### src/hw/rtl/sat_pkg.sv
package sat_pkg;

	localparam int MAX_READ_DEF   = 32;
	localparam int MAX_GENOME_DEF = 32;
	localparam int SW             = 12;

	localparam logic [1:0] MODE_READ   = 2'd0;
	localparam logic [1:0] MODE_GENOME = 2'd1;
	localparam logic [1:0] MODE_START  = 2'd2;

	localparam logic [1:0] DIR_M   = 2'd0;
	localparam logic [1:0] DIR_I   = 2'd1;
	localparam logic [1:0] DIR_D   = 2'd2;
	localparam logic [1:0] OP_NONE = 2'd3;

	localparam logic [1:0] CFG_MISMATCH = 2'd0;
	localparam logic [1:0] CFG_OPEN     = 2'd1;
	localparam logic [1:0] CFG_EXTEND   = 2'd2;

	localparam logic [2:0] WILDCARD = 3'd5;

	typedef enum logic [3:0] {
		ST_IDLE,
		ST_LAUNCH,
		ST_INIT,
		ST_ROWST,
		ST_CELL,
		ST_BEST,
		ST_TINIT,
		ST_TR,
		ST_TRU,
		ST_POP,
		ST_OUT,
		ST_NONE
	} state_t;

	typedef struct packed {
		logic wr_read;
		logic wr_genome;
		logic load;
		logic launch;
		logic init;
		logic row_start;
		logic cell_calc;
		logic best;
		logic trace_init;
		logic trace_step;
		logic trace_use;
		logic pop;
		logic emit;
		logic none;
	} cmd_t;

	typedef struct packed {
		logic rl_zero;
		logic gl_zero;
		logic j_eq_gl;
		logic i_eq_rl;
		logic best_done;
		logic i_zero;
		logic j_zero;
		logic sp_zero;
	} sts_t;

	function automatic logic signed [SW-1:0] border(input logic [3:0] op, input logic [3:0] ex,
			input logic [5:0] k);
		logic [SW-1:0] mag;
		mag = SW'(op) + SW'(ex) * SW'(k);
		return -$signed(mag);
	endfunction

endpackage

### src/hw/rtl/sat_ctrl.sv
module sat_ctrl
	import sat_pkg::*;
(
	input  logic       clk,
	input  logic       arst_n,
	input  logic       start,
	input  logic [1:0] mode,
	input  sts_t       sts,
	output cmd_t       cmd,
	output logic       busy,
	output logic       strobe
);

	state_t state_q, state_d;
	logic   accept;

	assign busy   = (state_q != ST_IDLE);
	assign accept = start && !busy;
	assign strobe = cmd.emit || cmd.none;

	always_ff @(posedge clk or negedge arst_n) begin
		if (!arst_n) begin
			state_q <= ST_IDLE;
		end else begin
			state_q <= state_d;
		end
	end

	always_comb begin
		state_d = state_q;
		cmd     = '0;
		unique case (state_q)
			ST_IDLE: begin
				if (accept) begin
					cmd.wr_read   = (mode == MODE_READ);
					cmd.wr_genome = (mode == MODE_GENOME);
					cmd.load      = (mode == MODE_START);
					if (mode == MODE_START) state_d = ST_LAUNCH;
				end
			end
			ST_LAUNCH: begin
				cmd.launch = 1'b1;
				if (sts.rl_zero) state_d = ST_NONE;
				else if (sts.gl_zero) state_d = ST_TINIT;
				else state_d = ST_INIT;
			end
			ST_INIT: begin
				cmd.init = 1'b1;
				if (sts.j_eq_gl) state_d = ST_ROWST;
			end
			ST_ROWST: begin
				cmd.row_start = 1'b1;
				state_d = ST_CELL;
			end
			ST_CELL: begin
				cmd.cell_calc = 1'b1;
				if (sts.j_eq_gl) state_d = sts.i_eq_rl ? ST_BEST : ST_ROWST;
			end
			ST_BEST: begin
				cmd.best = 1'b1;
				if (sts.best_done) state_d = ST_TINIT;
			end
			ST_TINIT: begin
				cmd.trace_init = 1'b1;
				state_d = ST_TR;
			end
			ST_TR: begin
				if (sts.i_zero && sts.j_zero) begin
					state_d = ST_POP;
				end else begin
					cmd.trace_step = 1'b1;
					if (!sts.i_zero && !sts.j_zero) state_d = ST_TRU;
				end
			end
			ST_TRU: begin
				cmd.trace_use = 1'b1;
				state_d = ST_TR;
			end
			ST_POP: begin
				cmd.pop = 1'b1;
				state_d = ST_OUT;
			end
			ST_OUT: begin
				cmd.emit = 1'b1;
				state_d = sts.sp_zero ? ST_IDLE : ST_POP;
			end
			ST_NONE: begin
				cmd.none = 1'b1;
				state_d = ST_IDLE;
			end
			default: state_d = ST_IDLE;
		endcase
	end

endmodule

### src/hw/rtl/sat_dp.sv
module sat_dp
	import sat_pkg::*;
#(
	parameter int MAX_READ   = MAX_READ_DEF,
	parameter int MAX_GENOME = MAX_GENOME_DEF
) (
	input  logic              clk,
	input  logic              arst_n,
	input  cmd_t              cmd,
	output sts_t              sts,
	input  logic              cfg_we,
	input  logic [1:0]        cfg_index,
	input  logic [3:0]        cfg_data,
	input  logic [4:0]        index,
	input  logic [2:0]        symbol,
	input  logic [5:0]        read_length,
	input  logic [5:0]        genome_length,
	output logic [1:0]        op,
	output logic signed [5:0] end_position,
	output logic              last
);

	localparam int RW  = $clog2(MAX_READ + 1);
	localparam int GW  = $clog2(MAX_GENOME + 1);
	localparam int JW  = $clog2(MAX_GENOME + 2);
	localparam int SAW = $clog2(MAX_GENOME + 1);
	localparam int RIW = (MAX_READ > 1) ? $clog2(MAX_READ) : 1;
	localparam int GIW = (MAX_GENOME > 1) ? $clog2(MAX_GENOME) : 1;
	localparam int DD  = MAX_READ * MAX_GENOME;
	localparam int DAW = (DD > 1) ? $clog2(DD) : 1;
	localparam int SD  = MAX_READ + MAX_GENOME;
	localparam int STW = $clog2(SD);
	localparam int SPW = $clog2(SD + 1);

	logic [3:0] mm_q, open_q, ext_q;

	logic [2:0] read_mem   [MAX_READ];
	logic [2:0] genome_mem [MAX_GENOME];
	logic signed [SW-1:0] score_mem [MAX_GENOME + 1];
	logic [1:0] dir_mem   [DD];
	logic [1:0] stack_mem [SD];

	logic [RW-1:0]  rl_q, i_q;
	logic [GW-1:0]  gl_q, bj_q;
	logic [JW-1:0]  j_q;
	logic [SPW-1:0] sp_q;
	logic [2:0]     rs_q;
	logic signed [SW-1:0] score_rd_q, diag_q, left_q, best_q;
	logic           left_d_q;
	logic [MAX_GENOME-1:0] upi_q;
	logic [1:0]     dir_rd_q, stk_rd_q;

	logic signed [SW-1:0] dg, lf, upv, v, sc_wdata;
	logic [1:0]     d, push_d;
	logic           agree, sc_we, sc_re, push;
	logic [SAW-1:0] sc_waddr, sc_raddr;
	logic [DAW-1:0] dir_addr;

	always_ff @(posedge clk or negedge arst_n) begin
		if (!arst_n) begin
			mm_q   <= 4'd6;
			open_q <= 4'd5;
			ext_q  <= 4'd3;
		end else if (cfg_we) begin
			unique case (cfg_index)
				CFG_MISMATCH: mm_q   <= cfg_data;
				CFG_OPEN:     open_q <= cfg_data;
				CFG_EXTEND:   ext_q  <= cfg_data;
				default: ;
			endcase
		end
	end

	assign agree = (rs_q == WILDCARD) || (rs_q == genome_mem[GIW'(j_q - JW'(1))]);
	assign dg    = diag_q - (agree ? SW'(0) : SW'(mm_q));
	assign lf    = left_q - SW'(ext_q) - (left_d_q ? SW'(0) : SW'(open_q));
	assign upv   = score_rd_q - SW'(ext_q)
		- (upi_q[GIW'(j_q - JW'(1))] ? SW'(0) : SW'(open_q));

	always_comb begin
		priority if (lf >= dg && lf >= upv) begin
			v = lf;
			d = DIR_D;
		end else if (upv >= dg) begin
			v = upv;
			d = DIR_I;
		end else begin
			v = dg;
			d = DIR_M;
		end
	end

	assign dir_addr = DAW'((32'(i_q) - 32'd1) * MAX_GENOME + 32'(j_q) - 32'd1);

	always_comb begin
		sc_we    = 1'b0;
		sc_waddr = SAW'(j_q);
		sc_wdata = v;
		sc_re    = 1'b0;
		sc_raddr = SAW'(j_q);
		if (cmd.init) begin
			sc_we    = 1'b1;
			sc_wdata = (j_q == '0) ? SW'(0) : border(open_q, ext_q, 6'(j_q));
		end
		if (cmd.row_start) begin
			sc_we    = 1'b1;
			sc_waddr = '0;
			sc_wdata = border(open_q, ext_q, 6'(i_q));
			sc_re    = 1'b1;
			sc_raddr = SAW'(1);
		end
		if (cmd.cell_calc) begin
			sc_we    = 1'b1;
			sc_re    = !sts.j_eq_gl;
			sc_raddr = SAW'(j_q + JW'(1));
		end
		if (cmd.best) begin
			sc_re = !sts.best_done;
		end
	end

	always_comb begin
		push   = 1'b0;
		push_d = dir_rd_q;
		if (cmd.trace_step && (i_q == '0)) begin
			push   = 1'b1;
			push_d = DIR_D;
		end else if (cmd.trace_step && (j_q == '0)) begin
			push   = 1'b1;
			push_d = DIR_I;
		end else if (cmd.trace_use) begin
			push   = 1'b1;
			push_d = (dir_rd_q == DIR_I || dir_rd_q == DIR_D) ? dir_rd_q : DIR_M;
		end
	end

	always_ff @(posedge clk) begin
		if (cmd.wr_read && (32'(index) < MAX_READ)) read_mem[RIW'(index)] <= symbol;
		if (cmd.wr_genome && (32'(index) < MAX_GENOME)) genome_mem[GIW'(index)] <= symbol;
		if (sc_we) score_mem[sc_waddr] <= sc_wdata;
		if (sc_re) score_rd_q <= score_mem[sc_raddr];
		if (cmd.cell_calc) dir_mem[dir_addr] <= d;
		if (cmd.trace_step) dir_rd_q <= dir_mem[dir_addr];
		if (push) stack_mem[sp_q[STW-1:0]] <= push_d;
		if (cmd.pop) stk_rd_q <= stack_mem[STW'(sp_q - SPW'(1))];
	end

	always_ff @(posedge clk) begin
		if (cmd.load) begin
			rl_q <= (32'(read_length) > MAX_READ) ? RW'(MAX_READ) : RW'(read_length);
			gl_q <= (32'(genome_length) > MAX_GENOME) ? GW'(MAX_GENOME) : GW'(genome_length);
			bj_q <= '0;
		end
		if (cmd.launch) begin
			j_q   <= '0;
			i_q   <= RW'(1);
			upi_q <= '0;
		end
		if (cmd.init && !sts.j_eq_gl) j_q <= j_q + JW'(1);
		if (cmd.row_start) begin
			diag_q   <= (i_q == RW'(1)) ? SW'(0) : border(open_q, ext_q, 6'(i_q - RW'(1)));
			left_q   <= border(open_q, ext_q, 6'(i_q));
			left_d_q <= 1'b0;
			rs_q     <= read_mem[RIW'(i_q - RW'(1))];
			j_q      <= JW'(1);
		end
		if (cmd.cell_calc) begin
			left_q   <= v;
			left_d_q <= (d == DIR_D);
			diag_q   <= score_rd_q;
			upi_q[GIW'(j_q - JW'(1))] <= (d == DIR_I);
			if (sts.j_eq_gl) begin
				j_q <= '0;
				i_q <= i_q + RW'(1);
			end else begin
				j_q <= j_q + JW'(1);
			end
		end
		if (cmd.best) begin
			j_q <= j_q + JW'(1);
			if (j_q == JW'(1)) begin
				best_q <= score_rd_q;
				bj_q   <= '0;
			end else if (j_q != '0 && score_rd_q > best_q) begin
				best_q <= score_rd_q;
				bj_q   <= GW'(j_q - JW'(1));
			end
		end
		if (cmd.trace_init) begin
			i_q <= rl_q;
			j_q <= JW'(bj_q);
		end
		if (cmd.trace_step && i_q == '0) j_q <= j_q - JW'(1);
		if (cmd.trace_step && i_q != '0 && j_q == '0) i_q <= i_q - RW'(1);
		if (cmd.trace_use) begin
			if (dir_rd_q != DIR_D) i_q <= i_q - RW'(1);
			if (dir_rd_q != DIR_I) j_q <= j_q - JW'(1);
		end
	end

	always_ff @(posedge clk or negedge arst_n) begin
		if (!arst_n) begin
			sp_q <= '0;
		end else if (cmd.trace_init) begin
			sp_q <= '0;
		end else if (push) begin
			sp_q <= sp_q + SPW'(1);
		end else if (cmd.pop) begin
			sp_q <= sp_q - SPW'(1);
		end
	end

	assign sts.rl_zero   = (rl_q == '0);
	assign sts.gl_zero   = (gl_q == '0);
	assign sts.j_eq_gl   = (j_q == JW'(gl_q));
	assign sts.i_eq_rl   = (i_q == rl_q);
	assign sts.best_done = (j_q == JW'(gl_q) + JW'(1));
	assign sts.i_zero    = (i_q == '0);
	assign sts.j_zero    = (j_q == '0);
	assign sts.sp_zero   = (sp_q == '0);

	assign op           = cmd.none ? OP_NONE : stk_rd_q;
	assign end_position = cmd.none ? 6'sd0 : $signed(6'(bj_q) - 6'd1);
	assign last         = cmd.none || sts.sp_zero;

endmodule

### src/hw/rtl/semiglobal_align_traceback_top.sv
// Affine-gap semiglobal aligner with traceback. A write transaction (mode 0 or 1) is taken
// from idle. A start fills the score grid one cell per cycle within a row (rows split by
// ST_ROWST) via the score row memory (one read and one write per cycle), scans the last row,
// traces back in ST_TR/ST_TRU (registered direction memory read) and gives each result via
// ST_POP/ST_OUT (registered path stack read); busy is high throughout. Results are shown for
// one cycle each under strobe, first op first, and the receiver cannot stall them.
module semiglobal_align_traceback_top
	import sat_pkg::*;
#(
	parameter int MAX_READ   = MAX_READ_DEF,
	parameter int MAX_GENOME = MAX_GENOME_DEF
) (
	input  logic              clk,
	input  logic              arst_n,
	input  logic              start,
	output logic              busy,
	input  logic [1:0]        mode,
	input  logic [4:0]        index,
	input  logic [2:0]        symbol,
	input  logic [5:0]        read_length,
	input  logic [5:0]        genome_length,
	input  logic              cfg_we,
	input  logic [1:0]        cfg_index,
	input  logic [3:0]        cfg_data,
	output logic              strobe,
	output logic [1:0]        op,
	output logic signed [5:0] end_position,
	output logic              last
);

	cmd_t cmd;
	sts_t sts;

	sat_ctrl u_ctrl (
		.clk    (clk),
		.arst_n (arst_n),
		.start  (start),
		.mode   (mode),
		.sts    (sts),
		.cmd    (cmd),
		.busy   (busy),
		.strobe (strobe)
	);

	sat_dp #(
		.MAX_READ   (MAX_READ),
		.MAX_GENOME (MAX_GENOME)
	) u_dp (
		.clk           (clk),
		.arst_n        (arst_n),
		.cmd           (cmd),
		.sts           (sts),
		.cfg_we        (cfg_we),
		.cfg_index     (cfg_index),
		.cfg_data      (cfg_data),
		.index         (index),
		.symbol        (symbol),
		.read_length   (read_length),
		.genome_length (genome_length),
		.op            (op),
		.end_position  (end_position),
		.last          (last)
	);

endmodule
### config.mk
export PLATFORM = sky130hd
export DESIGN_NAME = semiglobal_align_traceback_top
export DESIGN_NICKNAME = d
export VERILOG_FILES = /design/src/hw/rtl/sat_pkg.sv /design/src/hw/rtl/sat_ctrl.sv /design/src/hw/rtl/sat_dp.sv /design/src/hw/rtl/semiglobal_align_traceback_top.sv
export SDC_FILE = /design/constraint.sdc
export NUM_CORES = 2
export LEC_CHECK = 0
export BUFFER_PORTS_ARGS = -buffer_cell sky130_fd_sc_hd__buf_2
export CAP_MARGIN = 20
export CORE_MARGIN = 5
export CORE_UTILIZATION = 30
export DETAILED_ROUTE_END_ITERATION = 7
export PLACE_DENSITY_LB_ADDON = 0.25
export SYNTH_ARGS = -nofsm -noshare
export SYNTH_HDL_FRONTEND = slang
export SYNTH_SLANG_ARGS = --single-unit
### constraint.sdc
create_clock -name clk -period 49.9 [get_ports clk]
set_clock_uncertainty 0.2 [all_clocks]
set_input_delay 0 -clock clk [delete_from_list [all_inputs] [get_ports clk]]
set_output_delay 0 -clock clk [all_outputs]
set_load 0.01 [all_outputs]
==> Word-level counts from Yosys, hierarchy flattened <==
Memories as Yosys holds them, arrays and structs flattened. A register that Yosys moved wholly into a read port is not among the register bits.
Cells that the tools add are included.
{ "op_classes": {"n_addsub": 22, "n_mul": 3, "n_lt_le_gt_ge": 8, "n_eq_ne": 34, "mux": 104, "reduce_logical": 40} }
{ "op_table": {"columns": ["cell", "count"], "rows": [
  ["$mux 6", 25],
  ["$mux 12", 12],
  ["$mux 32", 2],
  ["$mux 4", 12],
  ["$pmux 4 s10", 1],
  ["$ge 12x12->1", 3],
  ["$mux 1", 36],
  ["$neg 12->12", 3],
  ["$sub 12x12->12", 3],
  ["$add 4x10->11", 3],
  ["$bwmux 32", 1],
  ["$mul 4x6->10", 3],
  ["$logic_not 6->1", 4],
  ["$sub 12x4->12", 2],
  ["$mux 7", 3],
  ["$add 6x1->6 const B", 3],
  ["$eq 6x6->1", 3],
  ["$sub 6x1->6 const B", 3],
  ["$eq 4x3->1 const B", 4],
  ["$eq 4x4->1 const B", 4],
  ["$eq 6x1->1 const B", 2],
  ["$gt 12x12->1", 1],
  ["$gt 6x6->1 const B", 2],
  ["$mux 2", 6],
  ["other kinds (32)", 70]
]} }
{ "totals": {"regBits": 122, "ram_bits": 2764, "in_bits": 32, "out_inout_bits": 11, "word_cells": 231, "mem_count": 5} }
{ "memory_table": {"columns": ["memory", "depth", "width", "read_ports", "rd_ports_with_merged_regs", "write_ports", "line", "rtl"], "rows": [
  ["u_dp.dir_mem", 1024, 2, 1, 1, 1, "sat_dp.sv:40", "logic [1:0] dir_mem [DD];"],
  ["u_dp.score_mem", 33, 12, 1, 1, 1, "sat_dp.sv:39", "logic signed [SW-1:0] score_mem [MAX_GENOME + 1];"],
  ["u_dp.stack_mem", 64, 2, 1, 1, 1, "sat_dp.sv:41", "logic [1:0] stack_mem [SD];"],
  ["u_dp.genome_mem", 32, 3, 1, 0, 1, "sat_dp.sv:38", "logic [2:0] genome_mem [MAX_GENOME];"],
  ["u_dp.read_mem", 32, 3, 1, 1, 1, "sat_dp.sv:37", "logic [2:0] read_mem [MAX_READ];"]
]} }

==> Depth between registers and ports, before layout <==
An unclocked memory read counts as a cell.
{ "depth": {"ltp_word": 12, "ltp_mapped": 42} }

==> By module <==
From an unflattened synthesis, not the netlist that was laid out.
{ "hier_totals": {"hier_cells": 8163, "area_unflattened_um2": 125679.3} }
{ "modules_own_cells": {"columns": ["module", "n_inst", "cells_each", "area_per_inst_um2"], "rows": [
  ["sat_dp", 1, 8095, 125186.3],
  ["sat_ctrl", 1, 68, 493.0]
]} }

==> Worst setup path before layout <==
OpenSTA, ideal clock, no wires.
{ "synth_timing": {"kind": "reg-to-reg", "startpoint": "register u_dp.j_q[0]", "endpoint": "memory u_dp.dir_mem[0][1] (data pin)", "setup_time_ns": 3.470, "arrival_time_ns": 23.018, "t_required_ns": 46.230, "path_slack_ns": 23.212, "stages_incl_launch_ff": 35, "path_buffers": 12, "cell_sequence": "dfxtp_1 clkbuf_1 buf_4 buf_4 buf_2 inv_1 ha_1 buf_2 buf_2 buf_2 buf_2 clkbuf_1 clkbuf_1 mux4_2 mux2i_1 o21ai_0 a221oi_1 nand2_1 fa_1 ha_1 a21oi_1 a21boi_0 o21a_1 or2_2 or3_1 xor2_1 ha_1 a21oi_1 a2bb2oi_1 o211a_1 a2111oi_0 nand2_1 buf_2 inv_1 clkbuf_1"} }
{ "synth_between": {"elab_chain_len": 9, "word_cells_on_any_way": 14, "cone_classes": "3 x add/sub; 2 x order compare; 1 x eq/ne; 5 x mux; 2 x reduce/logical; 1 x memory"} }
{ "synth_rtl": {"columns": ["item", "line", "rtl"], "rows": [
  ["start, declared", "sat_dp.sv:45", "logic [JW-1:0] j_q;"],
  ["start signal, assigned", "sat_dp.sv:159", "if (cmd.init && !sts.j_eq_gl) j_q <= j_q + JW'(1);"],
  ["start signal, assigned", "sat_dp.sv:176", "j_q <= j_q + JW'(1);"],
  ["start signal, assigned", "sat_dp.sv:180", "j_q <= j_q + JW'(1);"],
  ["$sub 6x1->6 (*)", "sat_dp.sv:74, sat_dp.sv:78", null],
  ["$mem_v2 32x3", null, null],
  ["$eq 3x3->1", "sat_dp.sv:74", "assign agree = (rs_q == WILDCARD) || (rs_q == genome_mem[GIW'(j_q - JW'(1))]);"],
  ["$logic_or 1x1->1", "sat_dp.sv:74", null],
  ["$mux 4", "sat_dp.sv:75", "assign dg = diag_q - (agree ? SW'(0) : SW'(mm_q));"],
  ["$sub 12x12->12", "sat_dp.sv:75", null],
  ["$ge 12x12->1", "sat_dp.sv:81", "priority if (lf >= dg && lf >= upv) begin"],
  ["$logic_and 1x1->1 (*)", "sat_dp.sv:81", null],
  ["$mux 2 (*)", "sat_dp.sv:81", null],
  ["net u_dp.d[1]", "sat_dp.sv:54", "logic [1:0] d, push_d;"],
  ["end, declared", "sat_dp.sv:40", null]
]} }
Mark *: on every way through the listed nets, which the timed path passes. The rest lies on a longest branch. The select of a mux whose other input is x is not followed.

==> Final worst setup path <==
{ "layout_timing": {"startpoint": "register u_dp.j_q[0]", "endpoint": "memory u_dp.dir_mem[221][1] (data pin)"} }
{ "layout_between": {"elab_chain_len": 9, "word_cells_on_any_way": 14, "cone_classes": "3 x add/sub; 2 x order compare; 1 x eq/ne; 5 x mux; 2 x reduce/logical; 1 x memory"} }
{ "layout_rtl": {"columns": ["item", "line"], "rows": [
  ["$sub 6x1->6 (*)", "sat_dp.sv:74, sat_dp.sv:78"],
  ["$mem_v2 32x3", null],
  ["$eq 3x3->1", "sat_dp.sv:74"],
  ["$logic_or 1x1->1", "sat_dp.sv:74"],
  ["$mux 4", "sat_dp.sv:75"],
  ["$sub 12x12->12", "sat_dp.sv:75"],
  ["$ge 12x12->1", "sat_dp.sv:81"],
  ["$logic_and 1x1->1 (*)", "sat_dp.sv:81"],
  ["$mux 2 (*)", "sat_dp.sv:81"]
]} }
Mark *: on every way between the ends. The rest lies on a longest branch, timed or not. The select of a mux whose other input is x is not followed.

==> flow_summary.yaml <==
global_routing:
  antenna_found_initial: 15
  grt_pass1_wl_um: 528000
  grt_usage_pct: 16.6
  grt_max_degree: 204
  grt_overflow_total: 0
  grt_pass1_vias: 73588
drt:
  wire_per_inst_um: 26.8
  drt_iter0_markers: 7707
  ant_nets: 0
  drcViolationCount: 0
  routed_wl_um: 366000
  dr.pass1.iters: 5
  avgViaCountPerCell: 5.24
  via_count: 71557
clocking:
  numCtsBuffers: 309
  ctsHoldBuffers: 63
  h-tree-depth: 5
  clk_pin_slew_ns: 0.06
  cts_resized: 0
  cts_tree: "done"
  cts.sinks: 2905
  postCtsSetupRepairBufs: 0
  cts_buffer_depth: 4
  cts-root-buf: "clkbuf_16"
  insertion_delay_ns: 0.92
timing:
  hold_ws_ns: 0.0861
  final-setup-viol-count: 0
  rsz0062_at_grt: "false"
  max_freq_mhz: 78.0
  hold_violations: 0
  worstMarginPinSlew_ns: 1.30
  fin_crit_ns: 12.83
  slew_violations: 0
  post-route-period-util_pct: 25.7
  fin_tns_setup_ns: 0
  maxSlewHeadroom_pct: 13.1
worst_setup_path:
  crit_buf_inv: 7
  critical_path.top_delay_family: "buffers and inverters"
  startpoint_type: "flop"
  cp.arrival_ns: 13.18
  max_stage_delay_ns: 0.95
  cpMostUsedCell: "buf_4"
  r2r-start: "u_dp.j_q[0]"
  required_ns: 50.25
  r2r_slack_ns: 37.07
  cp_slowest_cell: "ha_4"
  path_depth: 30
  reg2reg_depth: 30
  critPathCaptureType: "flop"
  crit_path_max_fanout: 106
  worst-setup-path-type: "flop to flop"
  r2r_end: "u_dp.dir_mem[221][1]"
min_path:
  holdCritStartpoint: "cfg_we"
  hold_path_depth: 4
  hold_class: "input port to flop"
  whs_endpoint: "u_dp.mm_q[0]"
die:
  die_y_um: 655
  ios: 43
  die_w_um: 655
  rows: 237
  initial_core_util_pct: 30.1
  core_region_area_sq_mm: 0.416
  die-area_sq_mm: 0.430
job:
  maxCapViolations: 0
run_status:
  status: "finished, final reports clean"
synthesis:
  yosysUniqueCellTypes: 86
  synth_edf_count: 2832
  synth_top_area_share_pct: 68.1
  avgSynthCellArea_sq_um: 16.0
  syn_inst: 7820
  synth_nets: 8057
  yosys-top-cells-count: "edfxtp_1, nor2_1, mux4_2, nand2_1, clkbuf_1"
  yosys-top-cells-area: "edfxtp_1, mux4_2, nor2_1, ha_1, nand2_1"
  ys_seq_area_share_pct: 69.3
  synth_ff_type: "edfxtp_1"
  ys_warn_count: 0
  ys_async_sr_fraction_pct: 0.792
  yosys.area.top_type: "edfxtp_1"
  syn_area_sq_mm: 0.125
  yosysMostFrequentCell: "edfxtp_1"
  ys_seq_elements: 2905
place:
  placed_cells: 13021
  portBuffers: 42
  routabilityCongestion: 0.822
  hpwl_um: 211000
final_layout:
  nFillCells: 39491
  nets: 8149
  final_layout_size_suffix_gt1_share_pct: 19.2
  final_cells: 13660
  area_growth_pct: 15.1
  final_core_util_pct: 34.6
==> state kept, by name, indices dropped and copies added (netlist names), 3 cells and up <==
register and flops:
u_dp.score_mem 396, u_dp.read_mem 96, u_dp.upi_q 32, u_dp.genome_mem 96, u_ctrl.state_q 4, u_dp.i_q 6
u_dp.j_q 6, u_dp.bj_q 6, u_dp.sp_q 7, u_dp.ext_q 4, u_dp.dir_mem 2048, u_dp.best_q 12
u_dp.left_q 12, u_dp.score_rd_q 12, u_dp.diag_q 12, u_dp.stack_mem 128, u_dp.gl_q 6, u_dp.rl_q 6
u_dp.rs_q 3, u_dp.mm_q 4, u_dp.open_q 4
==> worst max path at each step <==
| stage | from | endpoint |
|---|---|---|
| after global placement | u_dp.j_q[0] | u_dp.dir_mem[472][0] |
| final | u_dp.j_q[0] | u_dp.dir_mem[221][1] |
| after CTS | u_dp.j_q[0] | u_dp.dir_mem[472][0] |
| after detailed placement | u_dp.j_q[0] | u_dp.dir_mem[496][0] |
| after floorplan | u_dp.j_q[0] | u_dp.dir_mem[0][1] |
| after global routing | u_dp.j_q[0] | u_dp.dir_mem[472][0] |
==> layout by cell type (no fill, tap or decap), types with 47 or more instances in the layout <==
master / netlist / final
clkinv_1: 2 / 61
mux2i_1: 91 / 90
ha_1: 162 / 160
clkbuf_16: 0 / 311
mux4_2: 693 / 693
xnor2_1: 72 / 66
a21oi_1: 148 / 142
nor3_1: 49 / 47
inv_1: 138 / 136
buf_4: 28 / 179
clkinv_2: 0 / 53
dfxtp_1: 50 / 48
nor2_1: 1345 / 1304
clkbuf_1: 392 / 53
dlygate4sd3_1: 0 / 65
edfxtp_1: 2832 / 2832
a211oi_1: 56 / 56
o211ai_1: 47 / 47
a31oi_1: 73 / 72
nand3_1: 228 / 228
o21ai_0: 137 / 135
nand2_1: 505 / 470
==> metrics by stage <==
stage                     setup slack [ns]  area (sq um)
after floorplan                      23.21        125000
after global placement               37.05        132000
after detailed placement             36.79        133000
after CTS                            36.78        144000
after global routing                 36.05        144000
final                                37.07        144000
==> tightest hold or removal path, cell delays in order <==
cell,delay [ns]
dlygate4sd3_1,0.53
buf_2,0.14
nor3b_1,0.22
mux2_2,0.25
==> cell type report <==
type / count / area, sq um / share of cell area [%]
flip-flops and latches: 2905 / 86600 / 60.2
inverters: 143 / 552 / 0.384
clock buffers: 364 / 7980 / 5.55
repair buffers: 333 / 3290 / 2.29
diodes: 4 / 10.0 / 0.00696
multi-input cells: 4220 / 36100 / 25.1
well taps: 5497 / 6880 / 4.78
clock inverters: 194 / 2340 / 1.63
==> per-layer routing <==
metal	share of wire (%)	vias up	global-route usage, %
met5	0.0074	-	0
met4	2.6	4	4.21
met3	6.4	493	2.69
met2	49	2573	28.2
met1	42	38047	22.3
li1	-	30440	-
==> cell families after synthesis <==
group	Yosys count	share of synthesized area, %
muxes	801	13.4
and+or+nand+nor	2354	7.87
xor gates and xnor gates	123	0.868
buffers and inverters	695	2.29
AOI/OAI and AO/OA	737	3.96
DFF	2905	69.3
adders and majority gates	205	2.31
Power is left out: the tool's default activity adds up to more than one toggle a clock period on the data nets, which glitch-free logic cannot reach.
